## src/rtl/hts_pkg.sv

```systemverilog
package hts_pkg;

  // Event codes carried on the input side.
  typedef enum logic [2:0] {
    CMD_TICK      = 3'd0,
    CMD_ENABLE    = 3'd1,
    CMD_HYST_UP   = 3'd2,
    CMD_HYST_DOWN = 3'd3,
    CMD_VIEW      = 3'd4
  } cmd_e;

  localparam int unsigned CmdW     = 3;
  localparam int unsigned SampleW  = 10;
  localparam int unsigned HystW    = 7;
  localparam int unsigned TempW    = 18;
  localparam int unsigned SetW     = 17;

  // Compare width: holds setpoint + widest band and temperature, signed.
  localparam int unsigned CmpW     = 20;

  localparam int unsigned InDataW  = 24;
  localparam int unsigned OutDataW = 72;

  localparam int unsigned DefTicksPerSample = 500;
  localparam int unsigned DefHystMaxTenths  = 99;

  // temperature = 126 * t - 15400
  localparam logic [6:0]        TempGain   = 7'd126;
  localparam logic [TempW-1:0]  TempOffset = 18'd15400;

  // setpoint = 27500 + floor(p * 24990 / 511); the quotient is an exact
  // reciprocal multiply: ceil(24990 * 2^20 / 511), error term p * 196 < 2^20.
  localparam int unsigned       SetShift   = 20;
  localparam logic [25:0]       SetRecip   = 26'd51279676;
  localparam logic [SetW-1:0]   SetBase    = 17'd27500;

  // One tenth of a degree in milli-degrees.
  localparam logic [6:0]        BandStep   = 7'd100;

endpackage

```

## src/rtl/hysteresis_thermostat_top.sv

```systemverilog
// On/off heater thermostat with adjustable hysteresis. Each input beat is one
// event, selected by s_axis_tuser: a 1 ms tick, an enable toggle, a
// hysteresis up or down press, or a view toggle; codes above the view toggle
// change nothing. Every TICKS_PER_SAMPLE-th tick latches the two ADC samples
// of that beat and converts them to milli-degrees (temperature 126*t-15400,
// setpoint 27500+floor(p*49980/1022)). Enabling forces the heater on,
// disabling forces it off, and after every event, while enabled, the heater
// turns off above setpoint+band and on below setpoint-band, band being the
// hysteresis in tenths times 100 milli-degrees. Every input beat gives
// exactly one output beat carrying the full state after that event, with
// m_axis_tuser high when the beat latched new samples. The block takes one
// beat per cycle while the output is not stalled; a taken beat passes the
// input register, then the result register. While a finished result
// waits downstream, the input register still takes one more beat and then
// holds s_axis_tready low until the waiting result leaves. The
// sample conversion, state update and band compare sit in one
// combinational pass between those two registers.
module hysteresis_thermostat_top
  import hts_pkg::*;
#(
  parameter int unsigned TICKS_PER_SAMPLE = DefTicksPerSample,
  parameter int unsigned HYST_MAX_TENTHS  = DefHystMaxTenths
) (
  input  logic                clk_i,
  input  logic                rst_ni,

  input  logic                s_axis_tvalid,
  output logic                s_axis_tready,
  // [9:0] temp_sample, [19:10] setpoint_sample, [23:20] zero
  input  logic [InDataW-1:0]  s_axis_tdata,
  // [2:0] cmd
  input  logic [CmdW-1:0]     s_axis_tuser,

  output logic                m_axis_tvalid,
  input  logic                m_axis_tready,
  // [0] heater_on, [1] enabled, [8:2] hyst_tenths, [9] view_mode,
  // [27:10] temp_milli, [44:28] setpoint_milli, [54:45] raw_temp,
  // [64:55] raw_setpoint, [71:65] zero
  output logic [OutDataW-1:0] m_axis_tdata,
  // [0] sampled
  output logic                m_axis_tuser
);

  localparam int unsigned TickW = (TICKS_PER_SAMPLE > 1) ? $clog2(TICKS_PER_SAMPLE) : 1;
  localparam logic [TickW-1:0] TickLast = TickW'(TICKS_PER_SAMPLE - 1);
  localparam logic [HystW-1:0] HystMax  = HystW'(HYST_MAX_TENTHS);

  // Input register.
  logic                      in_vld_q;
  logic [CmdW-1:0]           in_cmd_q;
  logic [SampleW-1:0]        in_temp_q, in_set_q;

  // Block state.
  logic                      enable_q, enable_d;
  logic                      heater_q, heater_d;
  logic [HystW-1:0]          hyst_q, hyst_d;
  logic                      view_q, view_d;
  logic [TickW-1:0]          tick_q, tick_d;
  logic signed [TempW-1:0]   temp_q, temp_d;
  logic [SetW-1:0]           set_q, set_d;
  logic [SampleW-1:0]        raw_temp_q, raw_temp_d;
  logic [SampleW-1:0]        raw_set_q, raw_set_d;
  logic                      sampled_d;

  // Result register.
  logic                      out_vld_q;
  logic [OutDataW-1:0]       out_data_q;
  logic                      out_user_q;

  logic                      advance;
  logic signed [TempW-1:0]   conv_temp;
  logic [SetW-1:0]           conv_set;
  logic [13:0]               band;
  logic signed [CmpW-1:0]    temp_ext, upper, lower;
  logic                      heat_evt;

  // Move the held beat into the result register whenever that slot frees up.
  assign advance       = in_vld_q && (!out_vld_q || m_axis_tready);
  assign s_axis_tready = !in_vld_q || advance;

  always_ff @(posedge clk_i or negedge rst_ni) begin
    if (!rst_ni) begin
      in_vld_q <= 1'b0;
    end else if (s_axis_tready) begin
      in_vld_q <= s_axis_tvalid;
    end
  end

  always_ff @(posedge clk_i) begin
    if (s_axis_tready && s_axis_tvalid) begin
      in_cmd_q  <= s_axis_tuser;
      in_temp_q <= s_axis_tdata[SampleW-1:0];
      in_set_q  <= s_axis_tdata[2*SampleW-1:SampleW];
    end
  end

  hts_conv u_conv (
    .temp_sample_i     (in_temp_q),
    .setpoint_sample_i (in_set_q),
    .temp_milli_o      (conv_temp),
    .setpoint_milli_o  (conv_set)
  );

  // Apply the event to the state.
  always_comb begin
    enable_d   = enable_q;
    heat_evt   = heater_q;
    hyst_d     = hyst_q;
    view_d     = view_q;
    tick_d     = tick_q;
    temp_d     = temp_q;
    set_d      = set_q;
    raw_temp_d = raw_temp_q;
    raw_set_d  = raw_set_q;
    sampled_d  = 1'b0;
    case (cmd_e'(in_cmd_q))
      CMD_TICK: begin
        if (tick_q == TickLast) begin
          tick_d     = '0;
          temp_d     = conv_temp;
          set_d      = conv_set;
          raw_temp_d = in_temp_q;
          raw_set_d  = in_set_q;
          sampled_d  = 1'b1;
        end else begin
          tick_d = tick_q + TickW'(1);
        end
      end
      CMD_ENABLE: begin
        enable_d = !enable_q;
        heat_evt = !enable_q;
      end
      CMD_HYST_UP: begin
        if (hyst_q < HystMax) hyst_d = hyst_q + HystW'(1);
      end
      CMD_HYST_DOWN: begin
        if (hyst_q > HystW'(1)) hyst_d = hyst_q - HystW'(1);
      end
      CMD_VIEW: begin
        view_d = !view_q;
      end
      default: begin
      end
    endcase
  end

  // Band compare on the post-event values.
  assign band     = 14'(hyst_d) * 14'(BandStep);
  assign temp_ext = CmpW'(temp_d);
  assign upper    = signed'(CmpW'(set_d)) + signed'(CmpW'(band));
  assign lower    = signed'(CmpW'(set_d)) - signed'(CmpW'(band));

  always_comb begin
    heater_d = heat_evt;
    if (enable_d) begin
      if (temp_ext > upper) begin
        heater_d = 1'b0;
      end else if (temp_ext < lower) begin
        heater_d = 1'b1;
      end
    end
  end

  // Commit state as the beat advances.
  always_ff @(posedge clk_i or negedge rst_ni) begin
    if (!rst_ni) begin
      enable_q   <= 1'b0;
      heater_q   <= 1'b0;
      hyst_q     <= HystW'(1);
      view_q     <= 1'b0;
      tick_q     <= '0;
      temp_q     <= '0;
      set_q      <= '0;
      raw_temp_q <= '0;
      raw_set_q  <= '0;
    end else if (advance) begin
      enable_q   <= enable_d;
      heater_q   <= heater_d;
      hyst_q     <= hyst_d;
      view_q     <= view_d;
      tick_q     <= tick_d;
      temp_q     <= temp_d;
      set_q      <= set_d;
      raw_temp_q <= raw_temp_d;
      raw_set_q  <= raw_set_d;
    end
  end

  // Result register: load on advance, drop once taken.
  always_ff @(posedge clk_i or negedge rst_ni) begin
    if (!rst_ni) begin
      out_vld_q <= 1'b0;
    end else if (advance) begin
      out_vld_q <= 1'b1;
    end else if (m_axis_tready) begin
      out_vld_q <= 1'b0;
    end
  end

  always_ff @(posedge clk_i) begin
    if (advance) begin
      out_data_q <= {7'b0, raw_set_d, raw_temp_d, set_d, temp_d,
                     view_d, hyst_d, enable_d, heater_d};
      out_user_q <= sampled_d;
    end
  end

  assign m_axis_tvalid = out_vld_q;
  assign m_axis_tdata  = out_data_q;
  assign m_axis_tuser  = out_user_q;

`ifndef SYNTHESIS
  a_hyst_range : assert property (@(posedge clk_i) disable iff (!rst_ni)
    (hyst_q >= HystW'(1)) && (hyst_q <= HystMax))
    else $error("hysteresis out of range");

  a_tick_range : assert property (@(posedge clk_i) disable iff (!rst_ni)
    tick_q <= TickLast)
    else $error("tick counter past sample period");

  a_heater_off : assert property (@(posedge clk_i) disable iff (!rst_ni)
    !enable_q |-> !heater_q)
    else $error("heater on while disabled");

  a_hyst_hold : assert property (@(posedge clk_i) disable iff (!rst_ni)
    (advance && (in_cmd_q != CMD_HYST_UP) && (in_cmd_q != CMD_HYST_DOWN))
    |=> $stable(hyst_q))
    else $error("hysteresis moved without a press");
`endif

endmodule

```

## src/rtl/hts_conv.sv

```systemverilog
module hts_conv
  import hts_pkg::*;
(
  input  logic [SampleW-1:0]       temp_sample_i,
  input  logic [SampleW-1:0]       setpoint_sample_i,
  output logic signed [TempW-1:0]  temp_milli_o,
  output logic [SetW-1:0]          setpoint_milli_o
);

  logic [16:0]              temp_prod;
  logic [SampleW+25:0]      set_prod;
  logic [15:0]              set_quot;

  // Temperature: gain then offset, result always fits 18 bits signed.
  assign temp_prod    = 17'(temp_sample_i) * 17'(TempGain);
  assign temp_milli_o = signed'(TempW'(temp_prod)) - signed'(TempOffset);

  // Setpoint: divide by 1022 through the reciprocal, then add the base.
  assign set_prod         = (SampleW + 26)'(setpoint_sample_i) * (SampleW + 26)'(SetRecip);
  assign set_quot         = set_prod[SetShift +: 16];
  assign setpoint_milli_o = SetW'(set_quot) + SetBase;

endmodule

```

## config.mk

```make
export PLATFORM = sky130hd
export DESIGN_NAME = hysteresis_thermostat_top
export DESIGN_NICKNAME = d
export VERILOG_FILES = /design/src/rtl/hts_pkg.sv /design/src/rtl/hysteresis_thermostat_top.sv /design/src/rtl/hts_conv.sv
export SDC_FILE = /design/constraint.sdc
export NUM_CORES = 1
export LEC_CHECK = 0
export ABC_AREA = 1
export BUFFER_PORTS_ARGS = -buffer_cell sky130_fd_sc_hd__buf_2
export CAP_MARGIN = 10
export CORE_UTILIZATION = 40
export CTS_CLUSTER_DIAMETER = 120
export DETAILED_ROUTE_END_ITERATION = 8
export PLACE_DENSITY = 0.54
export SLEW_MARGIN = 0
export SYNTH_ARGS = -nofsm -noshare
export SYNTH_HDL_FRONTEND = slang
export SYNTH_SLANG_ARGS = --single-unit
```

## constraint.sdc

```tcl
create_clock -name clk_i -period 18.8 [get_ports clk_i]
set_input_delay 0.94 -clock clk_i [delete_from_list [all_inputs] [get_ports clk_i]]
set_output_delay 0.94 -clock clk_i [all_outputs]
set_load 0.005 [all_outputs]
```

# Word-level counts from Yosys, hierarchy flattened
# Cells that the tools add are included.
# op_classes
mux	21
n_reduce_logical	11
mul	3
order_cmp	4
n_eq_ne	5
n_addsub	7
# op_table
cell	n
2-to-1 mux 10 bit	4
2-to-1 mux 18 bit	2
multiplier 10 x 24 -> 34 bit (second input constant)	1
2-to-1 mux 17 bit	2
> comparator 18 x 19 -> 1 bit	1
adder 17 x 14 -> 18 bit	1
less-than comparator 18 bit	1
subtractor 17 x 14 -> 18 bit	1
subtractor 17 x 14 -> 18 bit (second input constant)	1
adder 16 x 15 -> 17 bit (second input constant)	1
multiplier 10 x 6 -> 16 bit (second input constant)	1
2-to-1 mux 7 bit	2
one-hot mux 7 bit (2 select lines)	1
multiplier 7 x 5 -> 12 bit (second input constant)	1
adder 9 x 1 -> 9 bit (second input constant)	1
equality test 9 bit (second input constant)	1
2-to-1 mux 1 bit	9
2-to-1 mux 9 bit	1
adder 7 x 1 -> 7 bit (second input constant)	1
> comparator 7 x 1 -> 1 bit (second input constant)	1
less-than comparator 7 bit (second input constant)	1
subtractor 7 x 1 -> 7 bit (second input constant)	1
equality test 3 x 2 -> 1 bit (second input constant)	2
logical NOT 1 bit	4
7 further kinds	9
# word_totals
ff_bits	165
in_bits	31
word_cells	67
out_inout_bits	75

# Depth between registers and ports, before layout
# Gate-level depths: netlist (run 1).
# logic_depth
word_depth	9
depth_mapped	57
ltp_nobuf	57

# Modules after synthesis
# A second synthesis (run 1) with hierarchy kept.
# hier_totals
cells_unflattened	2033
hier_area_um2	16374.5
# by_module_without_submodules
module	area_each_um2	n_inst	cells_per_inst	seq_area_each_um2
hysteresis_thermostat_top	9451.6	1	1017	4575.6
hts_conv	6922.9	1	1016	0.0

# Least setup slack after synthesis (run 1)
# Ideal clock, no wire load.
# synth_path
path_kind	reg2reg
startpoint	reg in_set_q[7]
endpoint	reg out_data_q[0] (netlist: m_axis_tdata[0]), data pin
synth_period_minus_slack_ns	8.227
t_arrival_ns	7.966
path_stages_with_launch	46
required_ns	18.539
path_buffers	1
setup_time_ns	0.261
path_slack_ns	10.573
path_cell_list	edfxtp_1 > fa_1 > inv_1 > fa_1 > inv_1 > fa_1 > fa_1 > fa_1 > ha_1 > nand2_1 > nor2_1 > inv_2 > nor2_4 > nand3_1 > nand3_1 > or2_1 > nand2_1 > ha_1 > [... 10 more ...] > o211ai_1 > nand3_1 > o211ai_1 > a21oi_1 > o21ai_0 > nand3_1 > nand2_1 > nand2_1 > ha_1 > nand3_1 > nor3_1 > nand3_1 > nor2_1 > nor2_1 > nand3_1 > o41ai_1 > o21ai_1 > nand2_1
# synth_between
elab_chain_len	9
elab_cells_between_ends	11
cone_classes	3 x add/sub; 1 x mul; 2 x order compare; 5 x mux
# synth_lines
element	line	source
start, declared	hysteresis_thermostat_top.sv:51	logic [SampleW-1:0] in_temp_q, in_set_q;
start signal, assigned	hysteresis_thermostat_top.sv:93	in_set_q <= s_axis_tdata[2*SampleW-1:SampleW];
multiplier 10 x 24 -> 34 bit (*)	hts_conv.sv:19	assign set_prod = (SampleW + 26)'(setpoint_sample_i) * (SampleW + 26)'(SetRecip);
adder 16 x 15 -> 17 bit (*)	hts_conv.sv:21	assign setpoint_milli_o = SetW'(set_quot) + SetBase;
2-to-1 mux 17 bit (*)	hysteresis_thermostat_top.sv:118	if (tick_q == TickLast) begin
2-to-1 mux 17 bit (*)	hysteresis_thermostat_top.sv:116	case (cmd_e'(in_cmd_q))
named net set_d[8]	hysteresis_thermostat_top.sv:60	logic [SetW-1:0] set_q, set_d;
subtractor 17 x 14 -> 18 bit	hysteresis_thermostat_top.sv:151	assign lower = signed'(CmpW'(set_d)) - signed'(CmpW'(band));
less-than comparator 18 bit	hysteresis_thermostat_top.sv:158	end else if (temp_ext < lower) begin
2-to-1 mux 1 bit	hysteresis_thermostat_top.sv:158	
2-to-1 mux 1 bit (*)	hysteresis_thermostat_top.sv:156	if (temp_ext > upper) begin
2-to-1 mux 1 bit (*)	hysteresis_thermostat_top.sv:155	if (enable_d) begin
named net heater_d	hysteresis_thermostat_top.sv:55	logic heater_q, heater_d;
end signal, assigned	hysteresis_thermostat_top.sv:202	out_data_q <= {7'b0, raw_set_d, raw_temp_d, set_d, temp_d,
end, declared	hysteresis_thermostat_top.sv:67	logic [OutDataW-1:0] out_data_q;
# The timed path passes the listed nets; every way through them passes the cells marked *.
# A chain may end at the register's enable or synchronous reset.

# Worst setup path in the final report (run 1)
# Same ends and word-level chain as after synthesis.

==> out/metrics.yaml, run 1 <==
status: "complete, no violations"
grt_pass1_vias: 12100
required_ps: 19000
finalCriticalPeriod_ps: 9880
num_io_pins: 106
r2r_cells: 44
setup_violations: 0
grt_pass1_wl_mm: 64.2
r2r-start: "in_set_q[7]"
skew_ps: 9.33
rrSetupSlack_ps: 8920
holdWs_ps: 308
drt_first_pass_iters: 5
syn_avg_cell_area_um2: 8.05
finalCritPeriodShare_pct: 52.6
vias: 12600
grt_overflow_total: 0
multiInputGateArea_um2: 9710
crit_path_max_fanout: 9
r2r_end: "m_axis_tdata[0]"
yosys.area_share.simple_pct: 20.2
dr.first_iter.drc_count: 609
path_clk_slew_ps: 70
mostFrequentLayoutCells: "nand2_1 (454), inv_1 (401), ha_1 (211), nor2_1 (126), o21ai_0 (115)"
numClockSinks: 165
critPathKind: "reg -> reg"
drv_cap: 0
cts_hold_buf: 0
tightestPinTransition_ps: 1130
rsz0062_at_grt: "no"
synthArstFlopShare_pct: 46.1
synth_compound_area_share_pct: 8.40
cts_buffers: 17
die_area_um2: 40700
worst_setup_path_end_kind: "register"
synth_fa_ha_area_share_pct: 28.7
max_stage_delay_ps: 870
wl_mm: 39.6
insertion_delay_ps: 450
startpoint_type: "register"
synth-xor-area-share_pct: 3.35
synth_area_um2: 16000
area_growth_pct: 10.3
gp_congestion: 0.923
start_util_pct: 40.9
final_nets: 2415
die_w_um: 202
crit_arrival_ps: 10080
rows: 72
synth_edf_count: 89
cts_tree: "yes"
antenna_found_initial: 0
drive_above_1_share_pct: 9.10
synth_seq_cells: 165
design.core.area_um2: 39000
die_y_um: 202
yosysUniqueCellTypes: 49
hold_violations: 0
ant_nets: 0
viasPerCell: 4.83
cts_resized: 0
ff_latch_area_um2: 4580
grt_max_degree: 69
cts_setup_buffers: 0
endpoint: "m_axis_tdata[0]"
path_common_cell: "nand2_1"
cts_root_buf: "clkbuf_16"
muxShareOfSynthArea_pct: 0
synth_top_family_by_area: "adder cells"
hold_path_class: "in -> async"
cts_max_level: 4
fin_tns_setup_ps: 0
grtUsageTotal_pct: 20.2
crit_slowest_cell: "o21ai_0"
clock.fmax_mhz: 101
clk_path_buf_depth: 2
dp_hpwl_mm: 32.9
num_antenna_cells: 0
ys_seq_area_share_pct: 28.7
synthCells: 1982
layout_commonest_cell: "nand2_1"
slew_viol_final: 0
synth_flop_cell: "edfxtp_1"
io_buffers: 94
crit_start: "in_set_q[7]"
drc: 0
ys_warn_count: 0
slew_headroom_pct: 24.9
wl_per_cell_um: 15.2
n_fill_cell: 3926
## sequential cells by signal, indices dropped and copies added, names as in the netlist
| signal | cells |
|---|---|
| heater_q | 1 |
| in_cmd_q | 3 |
| temp_q | 18 |
| in_temp_q | 10 |
| m_axis_tvalid | 1 |
| m_axis_tuser | 1 |
| raw_set_q | 10 |
| enable_q | 1 |
| in_set_q | 10 |
| view_q | 1 |
| set_q | 17 |
| m_axis_tdata | 65 |
| in_vld_q | 1 |
| hyst_q | 7 |
| tick_q | 9 |
| raw_temp_q | 10 |
## layout make-up
type                       count  share of cell area, %
clock inverter                11                  0.711
inverter                     412                   8.79
multi-input combinational   1377                   55.1
tap                          518                   3.68
clock buffer                  21                   2.62
timing repair buffer         103                   3.07
sequential                   165                   26.0
## worst min-delay path by stage
stage,end,start,depth (start not counted),slack (ps)
CTS,set_q[16],rst_ni,1,290
global route,set_q[8],rst_ni,1,300
detailed placement,set_q[5],set_q[5],2,470
global placement,temp_q[15],temp_q[15],2,460
finish,set_q[8],rst_ni,1,310
floorplan,tick_q[8],tick_q[8],1,450
## Yosys cell counts (3+ instances only)
cell type | count | area share [%]
nand2_1 | 454 | 11
inv_1 | 402 | 9.5
ha_1 | 211 | 17
nor2_1 | 127 | 3.0
o21ai_0 | 115 | 3.6
fa_1 | 97 | 12
edfxtp_1 | 89 | 17
a21oi_1 | 85 | 2.7
dfrtp_1 | 75 | 12
nand3_1 | 75 | 2.4
xor2_1 | 39 | 2.1
clkbuf_1 | 26 | 0.61
nand2_2 | 22 | 0.86
xnor2_1 | 22 | 1.2
nand4_1 | 15 | 0.59
nor3_1 | 14 | 0.44
nand3b_1 | 11 | 0.52
nor2_2 | 11 | 0.43
o21bai_1 | 10 | 0.47
and2_1 | 8 | 0.31
buf_4 | 7 | 0.33
inv_2 | 7 | 0.16
o21ai_1 | 7 | 0.22
a31oi_1 | 5 | 0.20
o211ai_1 | 5 | 0.24
o22ai_1 | 5 | 0.20
a211oi_1 | 4 | 0.19
nand3_2 | 4 | 0.25
nor2_4 | 4 | 0.28
clkinv_1 | 3 | 0.071
## through the flow
step | instance area (um2) | utilization [%] | worst slack [ps] | cells
after floorplan | 16000 | - | 10570 | 1988
after global placement | 17000 | 43.6 | 8790 | 2575
after detailed placement | 17000 | 43.6 | 8780 | 2575
after CTS | 17600 | 45.1 | 8730 | 2607
after global routing | 17600 | 45.1 | 8180 | 2607
final | 17600 | 45.1 | 8920 | 2607
## kinds of logic (layout without fill, tap and decap cells)
family | after synthesis | count (layout)
buf+inv | 446 | 547
flops | 165 | 165
fa+ha+maj | 308 | 308
other cells | 1 | 7
compound gates | 248 | 248
simple gates | 753 | 753
xor+xnor | 61 | 61
## worst max-delay path: cells and delay by family (launching register included)
family                   cells  cell delay, ps
buffers and inverters        4             330
flip-flops                   1             650
adder cells (fa/ha/maj)      9            4230
XOR/XNOR                     1             210
AND/OR/NAND/NOR             22            2060
AO/OA/AOI/OAI                8            2130
## routing by layer
metal | up-vias | track usage (%) | share of wire (%)
li1 | 6426 | - | -
met1 | 5915 | 27.6 | 48
met2 | 219 | 33.2 | 46
met3 | 42 | 2.63 | 3.3
met4 | 0 | 6.33 | 2.2
met5 | - | 0 | 0
Power of run 1 is not shown: default switching activity piles up to over one toggle a cycle in this logic, so the estimate is an artifact.
==> run 2: changes to the inputs <==
==> constraint.sdc (replaced) <==
create_clock -name clk_i -period 10.3 [get_ports clk_i]
set_input_delay 0.515 -clock clk_i [delete_from_list [all_inputs] [get_ports clk_i]]
set_output_delay 0.515 -clock clk_i [all_outputs]
set_load 0.005 [all_outputs]
==> out/metrics.yaml, run 2 (synthesis gave the netlist of run 1 again) <==
final_nets: 2419
tightestPinTransition_ps: 1090
crit_path_max_fanout: 10
slew_viol_final: 0
r2r_end: "m_axis_tdata[0]"
vias: 12600
viasPerCell: 4.83
drt_first_pass_iters: 5
setup_violations: 0
ant_nets: 0
largest_reg_flops: 65
grt_max_degree: 69
r2r_cells: 49
skew_ps: 11.1
mostFrequentLayoutCells: "nand2_1 (454), inv_1 (401), ha_1 (211), nor2_1 (126), o21ai_0 (114)"
grt_pass1_wl_mm: 64.9
hold_violations: 0
rrSetupSlack_ps: 980
io_buffers: 94
path_common_cell: "nand2_1"
clock.fmax_mhz: 107
required_ps: 10510
drc: 0
finalCritPeriodShare_pct: 90.5
numClockSinks: 165
insertion_delay_ps: 450
crit_slowest_cell: "fa_1"
num_antenna_cells: 0
rows: 72
hold_path_class: "in -> reg"
status: "complete, no violations"
clk_path_buf_depth: 2
max_stage_delay_ps: 730
die_y_um: 202
cts_setup_buffers: 0
antenna_found_initial: 0
path_clk_slew_ps: 70
dr.first_iter.drc_count: 563
wl_per_cell_um: 15.3
grt_overflow_total: 0
area_growth_pct: 10.4
gp_congestion: 0.929
r2r-start: "in_set_q[1]"
grtUsageTotal_pct: 20.4
layout_commonest_cell: "nand2_1"
design.core.area_um2: 39000
crit_start: "in_set_q[1]"
cts_max_level: 4
endpoint: "m_axis_tdata[0]"
finalCriticalPeriod_ps: 9320
slew_headroom_pct: 27.1
worst_setup_path_end_kind: "register"
cts_tree: "yes"
die_w_um: 202
dp_hpwl_mm: 33.1
critPathKind: "reg -> reg"
fin_tns_setup_ps: 0
wl_mm: 39.9
startpoint_type: "register"
num_io_pins: 106
drv_cap: 0
drive_above_1_share_pct: 9.27
cts_buffers: 17
start_util_pct: 40.9
die_area_um2: 40700
crit_arrival_ps: 9530
rsz0062_at_grt: "no"
grt_pass1_vias: 12100
cts_root_buf: "clkbuf_16"
n_fill_cell: 3984
run 2: stage by stage:
step | utilization, % | setup slack (ps) | hold WS, ps | instance area (um2) | std cells
2_1_floorplan | - | 2070 | 219 | 16000 | 1988
3_3_place_gp | 43.7 | 901 | 356 | 17000 | 2578
3_5_place_dp | 43.7 | 869 | 354 | 17000 | 2578
4_1_cts | 45.2 | 844 | 214 | 17600 | 2611
5_1_grt | 45.2 | 75.6 | 216 | 17600 | 2611
6_report | 45.2 | 982 | 235 | 17600 | 2611
run 2: area by class of cell:
| class | instances | area, um2 | share of cell area (%) |
|---|---|---|---|
| Multi-Input combinational cell | 1377 | 9710 | 55.1 |
| Sequential cell | 165 | 4580 | 26.0 |
| Inverter | 412 | 1550 | 8.78 |
| Tap cell | 518 | 648 | 3.68 |
| Timing Repair Buffer | 107 | 573 | 3.25 |
| Clock buffer | 22 | 475 | 2.70 |
| Clock inverter | 10 | 93.8 | 0.533 |
run 2: how the worst min path moves through the flow:
stage	startpoint	to	slack [ps]	cells after the start
2_1_floorplan	rst_ni	enable_q	220	0
3_3_place_gp	rst_ni	set_q[8]	360	1
3_5_place_dp	rst_ni	set_q[10]	350	1
4_1_cts	s_axis_tdata[0]	in_temp_q[0]	210	1
5_1_grt	s_axis_tuser[0]	in_cmd_q[0]	220	1
6_report	s_axis_tdata[0]	in_temp_q[0]	230	1
run 2: critical path, delay by kind of cell, from the launching register on:
family / cells / cell delay, ps
adders and majority gates: 9 / 3850
DFF: 1 / 640
and+or+nand+nor: 25 / 2660
AOI/OAI and AO/OA: 7 / 1200
buffers and inverters: 8 / 710
run 2: per-layer routing:
layer / up-vias / GRT usage [%] / routed length (um)
met5: - / 0 / 0
met4: 0 / 6.98 / 1070
met3: 44 / 2.60 / 1140
met2: 214 / 33.9 / 18600
met1: 5914 / 27.5 / 19100
li1: 6448 / - / -
run 2: timing repair:
item,4_1_cts,5_1_grt
hold endpoints to repair,8,0
gates resized for setup,0,1
hold buffers,1,0
endpoints found under the setup margin,0,2
Power of run 2 is left out for the same reason.
